<file path="config.mk">
export PLATFORM = sky130hd
export DESIGN_NAME = char_lcd_nibble_sequencer
export DESIGN_NICKNAME = d
export VERILOG_FILES = /design/src/rtl/lcdns_pkg.sv /design/src/rtl/lcdns_front.sv /design/src/rtl/lcdns_queue.sv /design/src/rtl/lcdns_back.sv /design/src/rtl/char_lcd_nibble_sequencer.sv
export SDC_FILE = /design/constraint.sdc
export NUM_CORES = 1
export LEC_CHECK = 0
export BUFFER_PORTS_ARGS = -buffer_cell sky130_fd_sc_hd__buf_2
export CAP_MARGIN = 20
export CORE_UTILIZATION = 30
export DETAILED_ROUTE_END_ITERATION = 6
export REMOVE_ABC_BUFFERS = 1
export SYNTH_ARGS = -nofsm -noshare
export SYNTH_HDL_FRONTEND = slang
export SYNTH_SLANG_ARGS = --single-unit
</file>
<file path="constraint.sdc">
create_clock -name clk_i -period 11.2 [get_ports clk_i]
set_input_delay 0.56 -clock clk_i [delete_from_list [all_inputs] [get_ports clk_i]]
set_output_delay 0.56 -clock clk_i [all_outputs]
set_load 0.05 [all_outputs]
</file>
<file path="src/rtl/lcdns_pkg.sv">
// shared types, opcodes and constant tables of the lcd nibble sequencer
`timescale 1ns / 1ps
package lcdns_pkg;

  localparam int OPC_W   = 3;
  localparam int BYTE_W  = 8;
  localparam int NUM_W   = 16;
  localparam int NIB_W   = 4;
  localparam int CNT_W   = 4;
  localparam int IDX_W   = 3;
  localparam int IN_W    = 48;
  localparam int OUT_W   = 8;

  localparam logic [OPC_W-1:0] OPC_INIT   = 3'd0;
  localparam logic [OPC_W-1:0] OPC_CMD    = 3'd1;
  localparam logic [OPC_W-1:0] OPC_DATA   = 3'd2;
  localparam logic [OPC_W-1:0] OPC_NUMBER = 3'd3;
  localparam logic [OPC_W-1:0] OPC_CURSOR = 3'd4;

  localparam logic [BYTE_W-1:0] ROW1_BASE  = 8'h80;
  localparam logic [BYTE_W-1:0] ROW2_BASE  = 8'hC0;
  localparam logic [NIB_W-1:0]  ASCII_HIGH = 4'h3;
  localparam logic [CNT_W-1:0]  INIT_LAST  = 4'd11;

  typedef enum logic [1:0] {
    KIND_INIT,
    KIND_BYTE,
    KIND_NUM
  } kind_e;

  typedef struct packed {
    kind_e                  kind;
    logic                   rs;
    logic [BYTE_W-1:0]      byte_val;
    logic [NUM_W-1:0]       number;
    logic [IDX_W-1:0]       top_idx;   // power of ten of the leading digit
  } entry_t;

  // wake-up nibbles, function set, display off, display on, clear
  function automatic logic [NIB_W-1:0] init_nibble(input logic [CNT_W-1:0] idx);
    logic [NIB_W-1:0] nib;
    case (idx)
      4'd0:    nib = 4'h3;
      4'd1:    nib = 4'h3;
      4'd2:    nib = 4'h3;
      4'd3:    nib = 4'h2;
      4'd4:    nib = 4'h2;
      4'd5:    nib = 4'h8;
      4'd6:    nib = 4'h0;
      4'd7:    nib = 4'h8;
      4'd8:    nib = 4'h0;
      4'd9:    nib = 4'hC;
      4'd10:   nib = 4'h0;
      4'd11:   nib = 4'h1;
      default: nib = 4'h0;
    endcase
    return nib;
  endfunction

  function automatic logic [13:0] pow10(input logic [IDX_W-1:0] idx);
    logic [13:0] p;
    case (idx)
      3'd0:    p = 14'd1;
      3'd1:    p = 14'd10;
      3'd2:    p = 14'd100;
      3'd3:    p = 14'd1000;
      3'd4:    p = 14'd10000;
      default: p = 14'd1;
    endcase
    return p;
  endfunction

endpackage

</file>
<file path="src/rtl/lcdns_front.sv">
// front end: accepts request beats, drops unknown opcodes, builds queue entries
`timescale 1ns / 1ps
module lcdns_front
  import lcdns_pkg::*;
(
  input  logic            s_axis_tvalid,
  output logic            s_axis_tready,
  input  logic [IN_W-1:0] s_axis_tdata,
  input  logic            q_full_i,
  output logic            q_push_o,
  output entry_t          q_entry_o
);

  logic [OPC_W-1:0]  opcode;
  logic [BYTE_W-1:0] byte_value;
  logic [NUM_W-1:0]  number;
  logic [BYTE_W-1:0] column;
  logic [BYTE_W-1:0] row;
  logic [BYTE_W-1:0] base;
  logic              known;

  assign opcode     = s_axis_tdata[2:0];
  assign byte_value = s_axis_tdata[10:3];
  assign number     = s_axis_tdata[26:11];
  assign column     = s_axis_tdata[34:27];
  assign row        = s_axis_tdata[42:35];

  assign base = (row == 8'd1) ? ROW1_BASE : ROW2_BASE;

  always_comb begin
    q_entry_o          = '0;
    q_entry_o.kind     = KIND_BYTE;
    q_entry_o.byte_val = byte_value;
    q_entry_o.number   = number;
    known              = 1'b1;
    case (opcode)
      OPC_INIT: begin
        q_entry_o.kind = KIND_INIT;
      end
      OPC_CMD: begin
        q_entry_o.rs = 1'b0;
      end
      OPC_DATA: begin
        q_entry_o.rs = 1'b1;
      end
      OPC_NUMBER: begin
        q_entry_o.kind = KIND_NUM;
        q_entry_o.rs   = 1'b1;
        if (number >= 16'd10000) begin
          q_entry_o.top_idx = 3'd4;
        end else if (number >= 16'd1000) begin
          q_entry_o.top_idx = 3'd3;
        end else if (number >= 16'd100) begin
          q_entry_o.top_idx = 3'd2;
        end else if (number >= 16'd10) begin
          q_entry_o.top_idx = 3'd1;
        end else begin
          q_entry_o.top_idx = 3'd0;
        end
      end
      OPC_CURSOR: begin
        // address is base plus column minus one, wrapping in 8 bits
        q_entry_o.byte_val = base + column - 8'd1;
      end
      default: begin
        known = 1'b0;
      end
    endcase
  end

  assign s_axis_tready = !q_full_i;
  assign q_push_o      = s_axis_tvalid && !q_full_i && known;

endmodule

</file>
<file path="src/rtl/lcdns_queue.sv">
// small fifo of decoded requests between front and back
`timescale 1ns / 1ps
module lcdns_queue
  import lcdns_pkg::*;
#(
  parameter int DEPTH = 2
) (
  input  logic   clk_i,
  input  logic   rst_ni,
  input  logic   push_i,
  input  entry_t push_entry_i,
  output logic   full_o,
  input  logic   pop_i,
  output logic   valid_o,
  output entry_t head_o
);

  localparam int PtrW = (DEPTH > 1) ? $clog2(DEPTH) : 1;
  localparam int CntW = $clog2(DEPTH + 1);
  localparam logic [PtrW-1:0] PtrLast = PtrW'(DEPTH - 1);
  localparam logic [CntW-1:0] CntFull = CntW'(DEPTH);

  entry_t          mem_q [DEPTH];
  logic [PtrW-1:0] wr_ptr_q, wr_ptr_d;
  logic [PtrW-1:0] rd_ptr_q, rd_ptr_d;
  logic [CntW-1:0] count_q, count_d;
  logic            do_push, do_pop;

  assign full_o  = (count_q == CntFull);
  assign valid_o = (count_q != '0);
  assign head_o  = mem_q[rd_ptr_q];
  assign do_push = push_i && !full_o;
  assign do_pop  = pop_i && valid_o;

  always_comb begin
    wr_ptr_d = wr_ptr_q;
    rd_ptr_d = rd_ptr_q;
    count_d  = count_q;
    if (do_push) begin
      wr_ptr_d = (wr_ptr_q == PtrLast) ? '0 : wr_ptr_q + 1'b1;
    end
    if (do_pop) begin
      rd_ptr_d = (rd_ptr_q == PtrLast) ? '0 : rd_ptr_q + 1'b1;
    end
    if (do_push && !do_pop) begin
      count_d = count_q + 1'b1;
    end else if (do_pop && !do_push) begin
      count_d = count_q - 1'b1;
    end
  end

  always_ff @(posedge clk_i or negedge rst_ni) begin
    if (!rst_ni) begin
      wr_ptr_q <= '0;
      rd_ptr_q <= '0;
      count_q  <= '0;
    end else begin
      wr_ptr_q <= wr_ptr_d;
      rd_ptr_q <= rd_ptr_d;
      count_q  <= count_d;
    end
  end

  always_ff @(posedge clk_i) begin
    if (do_push) begin
      mem_q[wr_ptr_q] <= push_entry_i;
    end
  end

endmodule

</file>
<file path="src/rtl/lcdns_back.sv">
// back end: walks one queued request and drives one nibble beat per cycle unless the output stalls
`timescale 1ns / 1ps
module lcdns_back
  import lcdns_pkg::*;
(
  input  logic             clk_i,
  input  logic             rst_ni,
  input  logic             q_valid_i,
  input  entry_t           q_head_i,
  output logic             q_pop_o,
  output logic             m_axis_tvalid,
  input  logic             m_axis_tready,
  output logic [OUT_W-1:0] m_axis_tdata,
  output logic             m_axis_tuser,
  output logic             m_axis_tlast
);

  logic              act_q, act_d;
  kind_e             kind_q, kind_d;
  logic              rs_q, rs_d;
  logic [BYTE_W-1:0] byte_q, byte_d;
  logic [NUM_W-1:0]  rem_q, rem_d;
  logic [IDX_W-1:0]  idx_q, idx_d;
  logic [CNT_W-1:0]  cnt_q, cnt_d;

  logic              ov_q;
  logic [NIB_W-1:0]  onib_q;
  logic              ors_q, olast_q;

  logic              emit;
  logic [NIB_W-1:0]  nib;
  logic              beat_last;
  logic [13:0]       pw;
  logic [NIB_W-1:0]  digit;
  logic [16:0]       sub;
  logic [16:0]       kp;

  assign emit = act_q && (!ov_q || m_axis_tready);

  // decimal digit of the remainder at the current power, by parallel compares
  always_comb begin
    pw    = pow10(idx_q);
    digit = '0;
    sub   = '0;
    for (int k = 1; k <= 9; k++) begin
      kp = 17'(k) * {3'b000, pw};
      if ({1'b0, rem_q} >= kp) begin
        digit = NIB_W'(k);
        sub   = kp;
      end
    end
  end

  always_comb begin
    nib       = '0;
    beat_last = 1'b0;
    case (kind_q)
      KIND_INIT: begin
        nib       = init_nibble(cnt_q);
        beat_last = (cnt_q == INIT_LAST);
      end
      KIND_BYTE: begin
        nib       = cnt_q[0] ? byte_q[3:0] : byte_q[7:4];
        beat_last = cnt_q[0];
      end
      KIND_NUM: begin
        nib       = cnt_q[0] ? digit : ASCII_HIGH;
        beat_last = cnt_q[0] && (idx_q == '0);
      end
      default: begin
        nib       = '0;
        beat_last = 1'b1;
      end
    endcase
  end

  assign q_pop_o = q_valid_i && (!act_q || (emit && beat_last));

  always_comb begin
    act_d  = act_q;
    kind_d = kind_q;
    rs_d   = rs_q;
    byte_d = byte_q;
    rem_d  = rem_q;
    idx_d  = idx_q;
    cnt_d  = cnt_q;
    if (q_pop_o) begin
      act_d  = 1'b1;
      kind_d = q_head_i.kind;
      rs_d   = q_head_i.rs;
      byte_d = q_head_i.byte_val;
      rem_d  = q_head_i.number;
      idx_d  = q_head_i.top_idx;
      cnt_d  = '0;
    end else if (emit) begin
      if (beat_last) begin
        act_d = 1'b0;
      end else if (kind_q == KIND_NUM) begin
        cnt_d = {{(CNT_W-1){1'b0}}, ~cnt_q[0]};
        if (cnt_q[0]) begin
          rem_d = NUM_W'({1'b0, rem_q} - sub);
          idx_d = idx_q - 1'b1;
        end
      end else begin
        cnt_d = cnt_q + 1'b1;
      end
    end
  end

  always_ff @(posedge clk_i or negedge rst_ni) begin
    if (!rst_ni) begin
      act_q <= 1'b0;
      ov_q  <= 1'b0;
    end else begin
      act_q <= act_d;
      if (emit) begin
        ov_q <= 1'b1;
      end else if (m_axis_tready) begin
        ov_q <= 1'b0;
      end
    end
  end

  always_ff @(posedge clk_i) begin
    kind_q <= kind_d;
    rs_q   <= rs_d;
    byte_q <= byte_d;
    rem_q  <= rem_d;
    idx_q  <= idx_d;
    cnt_q  <= cnt_d;
    if (emit) begin
      onib_q  <= nib;
      ors_q   <= (kind_q == KIND_INIT) ? 1'b0 : rs_q;
      olast_q <= beat_last;
    end
  end

  assign m_axis_tvalid = ov_q;
  assign m_axis_tdata  = {{(OUT_W-NIB_W){1'b0}}, onib_q};
  assign m_axis_tuser  = ors_q;
  assign m_axis_tlast  = olast_q;

endmodule

</file>
<file path="src/rtl/char_lcd_nibble_sequencer.sv">
// top level of the character lcd nibble sequencer
// Turns requests for a character LCD in 4-bit mode into nibble transfers.
// Input beat (s_axis): opcode init, command byte, data char, decimal number
// or cursor position, with its operands packed in tdata. Unknown opcodes are
// taken and produce nothing. Output beat (m_axis): one nibble transfer, high
// nibble of each byte first; tuser is the register select, tlast marks the
// final transfer of a request.
// Throughput: one output beat per cycle while the receiver is ready. A request
// gives 2 beats (command, char, cursor), 12 (init) or 2 to 10 (number, two per
// printed digit) on the output side; the back end's nibble walk sets these
// counts, and a new request starts in the cycle after the previous one's last
// beat. An input beat passes the queue, request and output registers.
// The front and back are joined by a QUEUE_DEPTH-entry queue, so input beats
// keep being taken while the back end works or the receiver stalls; a stalled
// output holds its beat and backs up the queue, then the input.
// Reset empties the queue and the output register; nothing else is kept.
`timescale 1ns / 1ps
module char_lcd_nibble_sequencer
  import lcdns_pkg::*;
#(
  parameter int QUEUE_DEPTH = 2
) (
  input  logic             clk_i,
  input  logic             rst_ni,
  input  logic             s_axis_tvalid,
  output logic             s_axis_tready,
  input  logic [IN_W-1:0]  s_axis_tdata,   // opcode, byte_value, number, column, row
  output logic             m_axis_tvalid,
  input  logic             m_axis_tready,
  output logic [OUT_W-1:0] m_axis_tdata,   // nibble
  output logic             m_axis_tuser,   // reg_select
  output logic             m_axis_tlast
);

  logic   q_push, q_full, q_pop, q_valid;
  entry_t q_in, q_head;

  lcdns_front u_front (
    .s_axis_tvalid (s_axis_tvalid),
    .s_axis_tready (s_axis_tready),
    .s_axis_tdata  (s_axis_tdata),
    .q_full_i      (q_full),
    .q_push_o      (q_push),
    .q_entry_o     (q_in)
  );

  lcdns_queue #(
    .DEPTH (QUEUE_DEPTH)
  ) u_queue (
    .clk_i        (clk_i),
    .rst_ni       (rst_ni),
    .push_i       (q_push),
    .push_entry_i (q_in),
    .full_o       (q_full),
    .pop_i        (q_pop),
    .valid_o      (q_valid),
    .head_o       (q_head)
  );

  lcdns_back u_back (
    .clk_i         (clk_i),
    .rst_ni        (rst_ni),
    .q_valid_i     (q_valid),
    .q_head_i      (q_head),
    .q_pop_o       (q_pop),
    .m_axis_tvalid (m_axis_tvalid),
    .m_axis_tready (m_axis_tready),
    .m_axis_tdata  (m_axis_tdata),
    .m_axis_tuser  (m_axis_tuser),
    .m_axis_tlast  (m_axis_tlast)
  );

endmodule
</file>
# Word-level counts from Yosys, hierarchy flattened
# Memories as Yosys holds them, arrays and structs flattened. A register that Yosys moved wholly into a read port is not among the register bits.
# Index checks and enable logic that the tools add are counted.
# word_totals
ff_bits,46
ram_bits,60
romBits,64
in_bits,52
elab_cells,148
memories,2
# memory_table
memory,words,word_bits,read_ports,rd_clocked_by_memory_dff,wr,line_no,source
(name not given),16,4,1,1,0,lcdns_pkg.sv:42,case (idx)
u_queue.mem_q,2,30,1,0,1,lcdns_queue.sv:23,entry_t mem_q [DEPTH];
# classes
add_sub_neg,9
mul,5
magnitude_cmp,13
n_eq_ne,14
n_mux,57
n_bitwise,2
n_reduce_logical,32
# ops
op,count
16-bit 2-to-1 mux,12
16-bit by 17-bit greater-or-equal comparator with 1-bit output,5
14-bit one-hot mux with 4 select lines,1
3-bit 2-to-1 mux,12
"3-bit by 14-bit multiplier with 17-bit output, first input constant",2
16-bit greater-or-equal comparator,2
"2-bit by 14-bit multiplier with 16-bit output, first input constant",2
4-bit 2-to-1 mux,7
"4-bit by 14-bit multiplier with 17-bit output, first input constant",1
"16-bit by 10-bit greater-or-equal comparator with 1-bit output, second input constant",1
16-bit by 14-bit greater-or-equal comparator with 1-bit output,1
"16-bit by 14-bit greater-or-equal comparator with 1-bit output, second input constant",1
16-bit by 15-bit greater-or-equal comparator with 1-bit output,1
"16-bit by 4-bit greater-or-equal comparator with 1-bit output, second input constant",1
"16-bit by 7-bit greater-or-equal comparator with 1-bit output, second input constant",1
16-bit subtractor,1
15-bit 2-to-1 mux,1
14-bit 2-to-1 mux,1
2-bit nonzero test,7
1-bit 2-to-1 mux,13
"3-bit by 2-bit == test with 1-bit output, second input constant",4
4-bit one-hot mux with 3 select lines,1
1-bit logical AND,10
2-bit 2-to-1 mux,5
27 further kinds,39

# Logic depth before layout (Yosys ltp)
# Gate-level depths: netlist of the first run.
# depth
ltp_word,18
depth_mapped,39
mapped_depth_nobuf,38

# Modules after synthesis
# From an unflattened synthesis of the first run, not the netlist that was laid out.
# hier_totals
cells_unflattened,1109
hier_area_um2,10507.6
# modules_own_cells
module,instances,cells_each,area_per_inst_um2
lcdns_back,1,897,7439.6
lcdns_queue,1,112,2376.0
lcdns_front,1,100,691.9

# Least setup slack after synthesis of the first run
# OpenSTA, ideal clock, no wires.
# synth_path
path_kind,reg2reg
startpoint,reg u_back.idx_q[0]
endpoint,"reg u_back.rem_q[15], data pin"
arrival_time_ps,7939
t_required_ps,11051
path_slack_ps,3112
stages_incl_launch_ff,36
path_buffers,1
synth_period_minus_slack_ps,8088
path_cell_list,edfxtp_1 > inv_1 > ha_1 > and2_1 > buf_2 > a21o_1 > inv_1 > nand2_1 > a21oi_1 > inv_1 > fa_1 > fa_1 > a21o_1 > a21oi_1 > o21bai_1 > a21oi_1 > o21ai_0 > a21oi_1 > xnor2_1 > ha_1 > a21oi_1 > o21ai_0 > o31ai_1 > nand2_1 > nor2_1 > nand2_1 > a311oi_1 > a221oi_1 > ha_1 > or2_2 > o41ai_1 > o211a_1 > a21oi_1 > o41ai_1 > xnor3_1 > mux2i_1
# synth_between
elab_chain_len,18
elab_cells_between_ends,40
cone_classes,add/sub: 1; mul: 5; order compare: 9; eq/ne: 4; mux: 16; reduce/logical: 5
# synth_lines
item,line_no,source
from (decl),lcdns_back.sv:23,"logic [IDX_W-1:0] idx_q, idx_d;"
from (signal assigned),lcdns_back.sv:129,idx_q <= idx_d;
"parallel branches: the longest is 17 deep, another holds 2-bit by 14-bit multiplier with 16-bit output",n/a,
16-bit 2-to-1 mux *,lcdns_back.sv:87,if (q_pop_o) begin
named net u_back.rem_d[15],lcdns_back.sv:22,"logic [NUM_W-1:0] rem_q, rem_d;"
to (signal assigned),lcdns_back.sv:128,rem_q <= rem_d;
to (decl),lcdns_back.sv:22,
# Mark *: on every way through the listed nets, which the timed path passes. The select of a mux whose other input is x is not followed.
# A chain may end at the register's enable or synchronous reset.

# Final worst setup path of the first run
# Same ends and word-level chain as after synthesis.

==> flow_metrics.py, run 1 <==
metrics = {
    "clock_tree": {
        "postCtsHoldBufs": 0,
        "htreeDepth": 3,
        "cts_setup_buffers": 0,
        "clock-sinks": 110,
        "ctsLongestPathBuffers": 2,
        "ctsResizeCount": 0,
        "cts_tree": "yes",
        "clock-root-buffer": "clkbuf_16",
        "cts_made_buffers": 9,
        "insertion_delay_ns": 0.34,
        "clk_pin_slew_ns": 0.07,
    },
    "routing": {
        "route.detailed.drc": 3,
        "vias_per_cell": 5.35,
        "totalWireLength_um": 27900,
        "drt_iter0_drc": 638,
        "wire_per_inst_um": 17.9,
        "antenna_left": 0,
        "firstDrtPassIters": 7,
        "vias": 8353,
    },
    "finish": {
        "layout_commonest_cell": "ha_1",
        "stdcell_area_um2": 11200,
        "nNetsFinal": 1338,
        "layout.cells.non_filler": 1562,
        "layout-drive-gt1-share": 0.112,
        "syn2layout_area_growth_pct": 11.3,
        "n_fill_cell": 3381,
        "n_antenna_cell": 0,
        "final_cell_mix": "ha_1 (161), edfxtp_1 (96), a21oi_1 (88), nor2_1 (77), nand2_1 (75)",
    },
    "yosys": {
        "ys_types": 84,
        "synth.top_cells.by_area": "edfxtp_1 (29%), ha_1 (20%), a21oi_1 (4.4%), o21ai_0 (3.5%), nor2_1 (2.9%)",
        "synthArstFlopShare": 0.0545,
        "yosysSeqAreaShare": 0.318,
        "yosysTopAreaCellShare": 0.287,
        "syn_area_um2": 10000,
        "ys_ff_latch": 110,
        "synth-warning-count": 0,
        "syn_avg_cell_area_um2": 9.50,
        "synth_edf_count": 96,
        "synthCells": 1058,
        "synth_top_area_cell": "edfxtp_1",
        "synth_ff_type": "edfxtp_1",
    },
    "floorplanning": {
        "die_y_um": 185,
        "num_io_pins": 64,
        "core_um2": 32800,
        "dieWidth_um": 185,
        "initial_core_util": 0.307,
        "num_rows": 66,
        "fp.dieArea_um2": 34200,
    },
    "timing": {
        "clock_skew_ns": 0.00537,
        "final-setup-viol-count": 0,
        "slew_headroom": 0.410,
        "period_needed_ns": 9.50,
        "tightest_slew_ns": 0.882,
        "slew_violations": 0,
        "fin_tns_setup_ns": 0,
        "rsz0062_at_grt": "false",
        "fin_crit_sh": 0.849,
        "hold_viol": 0,
        "fmax_mhz": 105,
    },
    "placement": {
        "placed_cell_area_um2": 10900,
        "port_buffers": 54,
        "dpl.cell_count": 1546,
        "hpwl_um": 21600,
        "gp_congestion": 0.936,
    },
    "critical_path": {
        "crit_required_ns": 11.38,
        "cp.arrival_ns": 9.69,
        "cpMostUsedCell": "a21oi_1",
        "endpoint_kind": "flop",
        "critPathMaxFanout": 15,
        "startpoint_type": "flop",
        "slowest_delay_ns": 0.61,
        "critical_path_class": "flop to flop",
        "slowest_stage": "o41ai_1",
    },
    "global_routing": {
        "grt_max_degree": 37,
        "antenna_found_initial": 0,
        "gr-usage-all-layers": 0.165,
        "grt_overflow": 0,
        "grt_pass1_wl_um": 43500,
        "grt_pass1_vias": 7815,
    },
    "outcome": {
        "status": "finished with violations",
        "violations": "design-rule violations",
    },
    "flow_run": {
        "maxCapViolCount": 0,
    },
    "worst_hold_path": {
        "holdCritPathClass": "input port to asynchronous set/reset pin",
    },
}
critical path: cells and delay by family (launching register included):
kind	cells	cell delay [ns]
flip-flops	1	0.41
buffers and inverters	3	0.92
AND/OR/NAND/NOR	6	2.12
multiplexers	1	0.15
adder cells (fa/ha/maj)	5	1.67
AO/OA/AOI/OAI	14	3.58
XOR/XNOR	2	0.48
metal layers:
| layer | wire (µm) | track usage | part of all wire | vias to the layer above |
|---|---|---|---|---|
| met4 | 797 | 0.0592 | 0.029 | 0 |
| met2 | 12800 | 0.271 | 0.46 | 254 |
| met3 | 1340 | 0.0142 | 0.048 | 41 |
| met5 | 0 | 0 | 0 | - |
| li1 | - | - | - | 4086 |
| met1 | 13000 | 0.226 | 0.47 | 3972 |
metrics by stage:
stage / setup WS [ns] / utilization / hold slack (ns)
2_1_floorplan: 2.71 / - / 0.264
3_3_place_gp: 2.08 / 0.332 / 0.389
3_5_place_dp: 1.92 / 0.332 / 0.396
4_1_cts: 1.87 / 0.341 / 0.0192
5_1_grt: 1.03 / 0.341 / 0.0230
6_report: 1.70 / 0.341 / 0.0297
cells in the mapped netlist, types with 5 or more instances:
cell and instances:
a211oi_1 16, a21boi_0 5, a21o_1 21, a21oi_1 88, a311oi_1 6, a31oi_1 10
and3_1 5, buf_1 5, clkbuf_1 22, dfrtp_1 6, dfxtp_1 8, edfxtp_1 96
fa_1 10, ha_1 161, inv_1 61, mux2_2 15, mux2i_1 21, nand2_1 75
nand2b_1 10, nand3_1 21, nand4_1 11, nor2_1 78, nor2b_1 16, nor3_1 18
nor4_1 7, o2111ai_1 5, o211ai_1 7, o21a_1 10, o21ai_0 70, o21bai_1 11
o22ai_1 5, o31ai_1 10, or2_2 8, or3_1 5, xnor2_1 28, xor2_1 14
worst paths after layout:
kind	endpoint	start	depth (start not counted)	slack (ns)
min in group clk_i	u_queue.mem_q[1][15]$_DFFE_PP_	s_axis_tdata[23]	1	0.42
hold / removal	u_back.act_q$_DFFE_PN0P_	rst_ni	1	0.03
setup reg to reg	u_back.rem_q[15]$_DFFE_PP_	u_back.idx_q[0]$_DFFE_PP_	31	1.70
max in group asynchronous	u_queue.count_q[1]$_DFFE_PN0P_	rst_ni	1	11.03
setup / recovery	u_back.rem_q[15]$_DFFE_PP_	u_back.idx_q[0]$_DFFE_PP_	31	1.70
hold reg to reg	u_back.m_axis_tvalid$_DFFE_PN0P_	u_back.act_q$_DFFE_PN0P_	1	0.49
flip-flops by register name (all words and copies together) (netlist names), 2 cells and up, named ones only:
| name | count |
|---|---|
| u_back.byte_q | 8 |
| u_back.cnt_q | 4 |
| u_back.idx_q | 3 |
| u_back.kind_q | 2 |
| u_back.onib_q | 4 |
| u_back.rem_q | 16 |
| u_queue.count_q | 2 |
| u_queue.mem_q | 60 |
area by class of cell:
cell class                 count  area, µm²  area share
clock inverter                 5       41.3     0.00369
tap                          442        553      0.0494
inverter                      62        233      0.0208
sequential                   110       3190       0.285
clock buffer                  11        253      0.0226
multi-input combinational    860       6510       0.582
timing repair buffer          72        405      0.0362
cells by family (layout without fill, tap and decap cells):
group	Yosys count	count (layout)	share of synthesized area
buffers and inverters	97	150	0.0382
AOI/OAI and AO/OA	318	318	0.210
other	2	11	0.000747
xor gates and xnor gates	43	43	0.0389
DFF	110	110	0.318
adders and majority gates	171	171	0.220
muxes	36	36	0.0377
and+or+nand+nor	281	281	0.136
Power of run 1 is not shown: default switching activity piles up to over one toggle a cycle in this logic, so the estimate is an artifact.
==> run 2: changes to the inputs <==
Clock period 11.2 ns to 8.35 ns, I/O delays scaled along.
==> flow_metrics.py, run 2 (synthesized netlist as in run 1, its figures left out) <==
metrics = {
    "floorplanning": {
        "num_io_pins": 64,
        "core_um2": 32800,
        "fp.dieArea_um2": 34200,
        "dieWidth_um": 185,
        "die_y_um": 185,
        "num_rows": 66,
        "initial_core_util": 0.307,
    },
    "clock_tree": {
        "cts_made_buffers": 9,
        "clock-sinks": 110,
        "clk_pin_slew_ns": 0.07,
        "htreeDepth": 3,
        "ctsLongestPathBuffers": 2,
        "insertion_delay_ns": 0.35,
        "cts_tree": "yes",
        "clock-root-buffer": "clkbuf_16",
    },
    "routing": {
        "vias_per_cell": 5.26,
        "wire_per_inst_um": 18.1,
        "drt_iter0_drc": 553,
        "firstDrtPassIters": 5,
        "route.detailed.drc": 0,
        "antenna_left": 0,
        "vias": 8613,
        "totalWireLength_um": 29700,
    },
    "finish": {
        "top_register": "u_queue.mem_q",
        "layout-drive-gt1-share": 0.172,
        "n_antenna_cell": 0,
        "largest_reg_flops": 60,
        "nNetsFinal": 1412,
        "top_regs": "u_queue.mem_q (60), u_back.rem_q (16), u_back.byte_q (8)",
        "fin_util": 0.359,
        "syn2layout_area_growth_pct": 17.1,
        "layout_commonest_cell": "ha_1",
        "final_cell_mix": "ha_1 (161), edfxtp_1 (96), buf_4 (91), a21oi_1 (86), nor2_1 (77)",
    },
    "timing": {
        "fin_crit_sh": 0.950,
        "fmax_mhz": 126,
        "rsz0062_at_grt": "true",
        "final-setup-viol-count": 0,
        "slew_headroom": 0.483,
        "fin_tns_setup_ns": 0,
        "hold_viol": 0,
        "clock_skew_ns": 0.0109,
        "period_needed_ns": 7.93,
        "slew_violations": 0,
        "tightest_slew_ns": 0.776,
    },
    "global_routing": {
        "grt_pass1_vias": 8165,
        "gr-usage-all-layers": 0.175,
        "grt_pass1_wl_um": 45600,
        "grt_overflow": 0,
        "grt_max_degree": 37,
        "antenna_found_initial": 0,
    },
    "critical_path": {
        "r2r_slack_ns": 0.42,
        "worstReg2RegStart": "u_back.idx_q[0]$_DFFE_PP_",
        "path_buf_inv": 6,
        "cp.arrival_ns": 8.02,
        "slowest_delay_ns": 0.49,
        "ff2ff_path_depth": 40,
        "endpoint_kind": "flop",
        "path_depth": 40,
        "critical_path_class": "flop to flop",
        "crit_family": "compound AO/OA/AOI/OAI gates",
        "critPathMaxFanout": 9,
        "startpoint_type": "flop",
        "regToRegEndpoint": "u_back.rem_q[14]$_DFFE_PP_",
        "crit_required_ns": 8.43,
        "slowest_stage": "fa_1",
    },
    "worst_hold_path": {
        "hold_end": "u_queue.mem_q[0][3]$_DFFE_PP_",
        "hold_start": "s_axis_tdata[11]",
        "holdCritPathClass": "input port to flop",
        "whs_path_depth": 1,
    },
    "placement": {
        "gp_congestion": 0.971,
        "hpwl_um": 23100,
        "port_buffers": 54,
    },
    "flow_run": {
        "maxCapViolCount": 0,
    },
    "outcome": {
        "status": "completed",
    },
}
run 2: worst max path at each step:
stage | slack, ns | end | startpoint
floorplan | -0.14 | u_back.rem_q[15]$_DFFE_PP_ | u_back.idx_q[0]$_DFFE_PP_
global placement | 0.36 | u_back.rem_q[14]$_DFFE_PP_ | u_back.idx_q[0]$_DFFE_PP_
detailed placement | 0.23 | u_back.rem_q[14]$_DFFE_PP_ | u_back.idx_q[0]$_DFFE_PP_
CTS | 0.18 | u_back.rem_q[14]$_DFFE_PP_ | u_back.idx_q[0]$_DFFE_PP_
global route | -0.05 | u_back.rem_q[14]$_DFFE_PP_ | u_back.idx_q[0]$_DFFE_PP_
finish | 0.42 | u_back.rem_q[14]$_DFFE_PP_ | u_back.idx_q[0]$_DFFE_PP_
run 2: timing repair:
| item | 4_1_cts | 5_1_grt |
|---|---|---|
| hold buffers | 1 | 0 |
| endpoints found under the hold margin | 6 | 0 |
| gates resized for setup | 0 | 7 |
| setup buffers | 0 | 1 |
| setup endpoints to repair | 0 | 7 |
run 2: through the flow:
step | std cells | cell area (µm²) | hold slack, ns | setup slack, ns
after CTS | 1635 | 11700 | 0.258 | 0.177
final | 1636 | 11800 | 0.269 | 0.415
after floorplan | 1032 | 9930 | 0.122 | -0.141
after global routing | 1636 | 11800 | 0.250 | -0.0461
after detailed placement | 1618 | 11400 | 0.250 | 0.234
after global placement | 1618 | 11400 | 0.247 | 0.361
run 2: area by class of cell:
class / instances / area, µm²
Clock buffer: 9 / 225
Fill cell: 3327 / 21000
Tap cell: 442 / 553
Multi-Input combinational cell: 860 / 6540
Sequential cell: 110 / 3190
Inverter: 62 / 233
Clock inverter: 7 / 58.8
Timing Repair Buffer: 146 / 963
run 2: routing by layer:
metal / up-vias / GRT usage / part of all wire
met2: 280 / 0.282 / 0.45
li1: 4243 / - / -
met1: 4036 / 0.238 / 0.47
met5: - / 0 / 0
met3: 54 / 0.0232 / 0.051
met4: 0 / 0.0635 / 0.029
Power of run 2 is left out for the same reason.
==> run 3: changes to the inputs <==
Settings changed: CORE_ASPECT_RATIO from default to 1.25.
==> flow_metrics.py, run 3 (synthesized netlist as in run 1, its figures left out) <==
metrics = {
    "outcome": {
        "status": "completed",
    },
    "clock_tree": {
        "clock-sinks": 110,
        "cts_tree": "yes",
        "insertion_delay_ns": 0.35,
        "htreeDepth": 3,
        "clk_pin_slew_ns": 0.08,
        "ctsLongestPathBuffers": 2,
        "cts_made_buffers": 9,
        "clock-root-buffer": "clkbuf_16",
    },
    "timing": {
        "tightest_slew_ns": 0.860,
        "period_needed_ns": 7.87,
        "clock_skew_ns": 0.00844,
        "hold_viol": 0,
        "final-setup-viol-count": 0,
        "fin_crit_sh": 0.943,
        "fmax_mhz": 127,
        "slew_violations": 0,
        "slew_headroom": 0.423,
    },
    "finish": {
        "stdcell_area_um2": 11600,
        "layout_commonest_cell": "ha_1",
        "syn2layout_area_growth_pct": 15.0,
        "nNetsFinal": 1380,
        "layout.cells.non_filler": 1580,
        "layout-drive-gt1-share": 0.153,
        "fin_util": 0.352,
        "n_antenna_cell": 0,
        "final_cell_mix": "ha_1 (161), edfxtp_1 (96), a21oi_1 (85), nor2_1 (76), nand2_1 (74)",
        "largest_reg_flops": 60,
        "top_register": "u_queue.mem_q",
        "top_regs": "u_queue.mem_q (60), u_back.rem_q (16), u_back.byte_q (8)",
    },
    "global_routing": {
        "grt_pass1_vias": 8226,
        "gr-usage-all-layers": 0.175,
        "grt_pass1_wl_um": 46200,
        "grt_overflow": 0,
        "antenna_found_initial": 0,
        "grt_max_degree": 37,
    },
    "floorplanning": {
        "initial_core_util": 0.306,
        "fp.dieArea_um2": 34200,
        "num_io_pins": 64,
        "die_y_um": 207,
        "num_rows": 74,
        "dieWidth_um": 166,
        "core_um2": 32900,
    },
    "routing": {
        "vias": 8488,
        "drt_iter0_drc": 675,
        "route.detailed.drc": 0,
        "vias_per_cell": 5.37,
        "firstDrtPassIters": 5,
        "wire_per_inst_um": 19.0,
        "totalWireLength_um": 30000,
        "antenna_left": 0,
    },
    "critical_path": {
        "slowest_delay_ns": 0.54,
        "cpMostUsedCell": "inv_1",
        "r2r_slack_ns": 0.48,
        "slowest_stage": "fa_1",
        "crit_family": "compound AO/OA/AOI/OAI gates",
        "cp.arrival_ns": 8.05,
        "critical_path_class": "flop to flop",
        "path_buf_inv": 4,
        "crit_required_ns": 8.53,
        "startpoint_type": "flop",
        "endpoint_kind": "flop",
        "critPathMaxFanout": 4,
    },
    "placement": {
        "port_buffers": 54,
        "gp_congestion": 0.982,
        "dpl.cell_count": 1562,
        "placed_cell_area_um2": 11200,
        "hpwl_um": 23500,
    },
    "flow_run": {
        "maxCapViolCount": 0,
    },
    "worst_hold_path": {
        "holdCritPathClass": "input port to flop",
    },
}
## run 3: timing repair
item	in CTS	in global routing
setup buffers	0	1
gates resized for setup	0	14
hold endpoints to repair	6	0
endpoints found under the setup margin	0	8
hold buffers	1	0
## run 3: area by class of cell
class / instances / area [µm²]
fillers: 3286 / 21300
multi-input cells: 860 / 6570
flip-flops and latches: 110 / 3190
repair buffers: 114 / 723
well taps: 418 / 523
inverters: 62 / 233
clock buffers: 9 / 225
clock inverters: 7 / 88.8
## run 3: worst paths after layout
path,start,endpoint,cells past startpoint
hold / removal,s_axis_tdata[11],u_queue.mem_q[0][3]$_DFFE_PP_,1
max in group asynchronous,rst_ni,u_queue.rd_ptr_q$_DFFE_PN0P_,2
setup / recovery,u_back.idx_q[0]$_DFFE_PP_,u_back.rem_q[14]$_DFFE_PP_,38
hold reg to reg,u_back.act_q$_DFFE_PN0P_,u_back.m_axis_tvalid$_DFFE_PN0P_,1
min in group asynchronous,rst_ni,u_back.m_axis_tvalid$_DFFE_PN0P_,2
setup reg to reg,u_back.idx_q[0]$_DFFE_PP_,u_back.rem_q[14]$_DFFE_PP_,38
## run 3: per-layer routing
metal	wire length, µm	vias up	track usage
met4	1560	0	0.105
li1	-	4184	-
met2	14800	246	0.314
met3	1140	63	0.0160
met1	12500	3995	0.206
met5	0	-	0
## run 3: per-stage QoR
step | worst slack [ns] | TNS, ns | hold WS (ns)
2_1_floorplan | -0.141 | -0.339 | 0.122
4_1_cts | 0.0321 | 0 | 0.242
3_3_place_gp | 0.214 | 0 | 0.246
3_5_place_dp | 0.0999 | 0 | 0.253
6_report | 0.478 | 0 | 0.258
5_1_grt | -0.0793 | -0.0978 | 0.244
Power of run 3 is left out for the same reason.
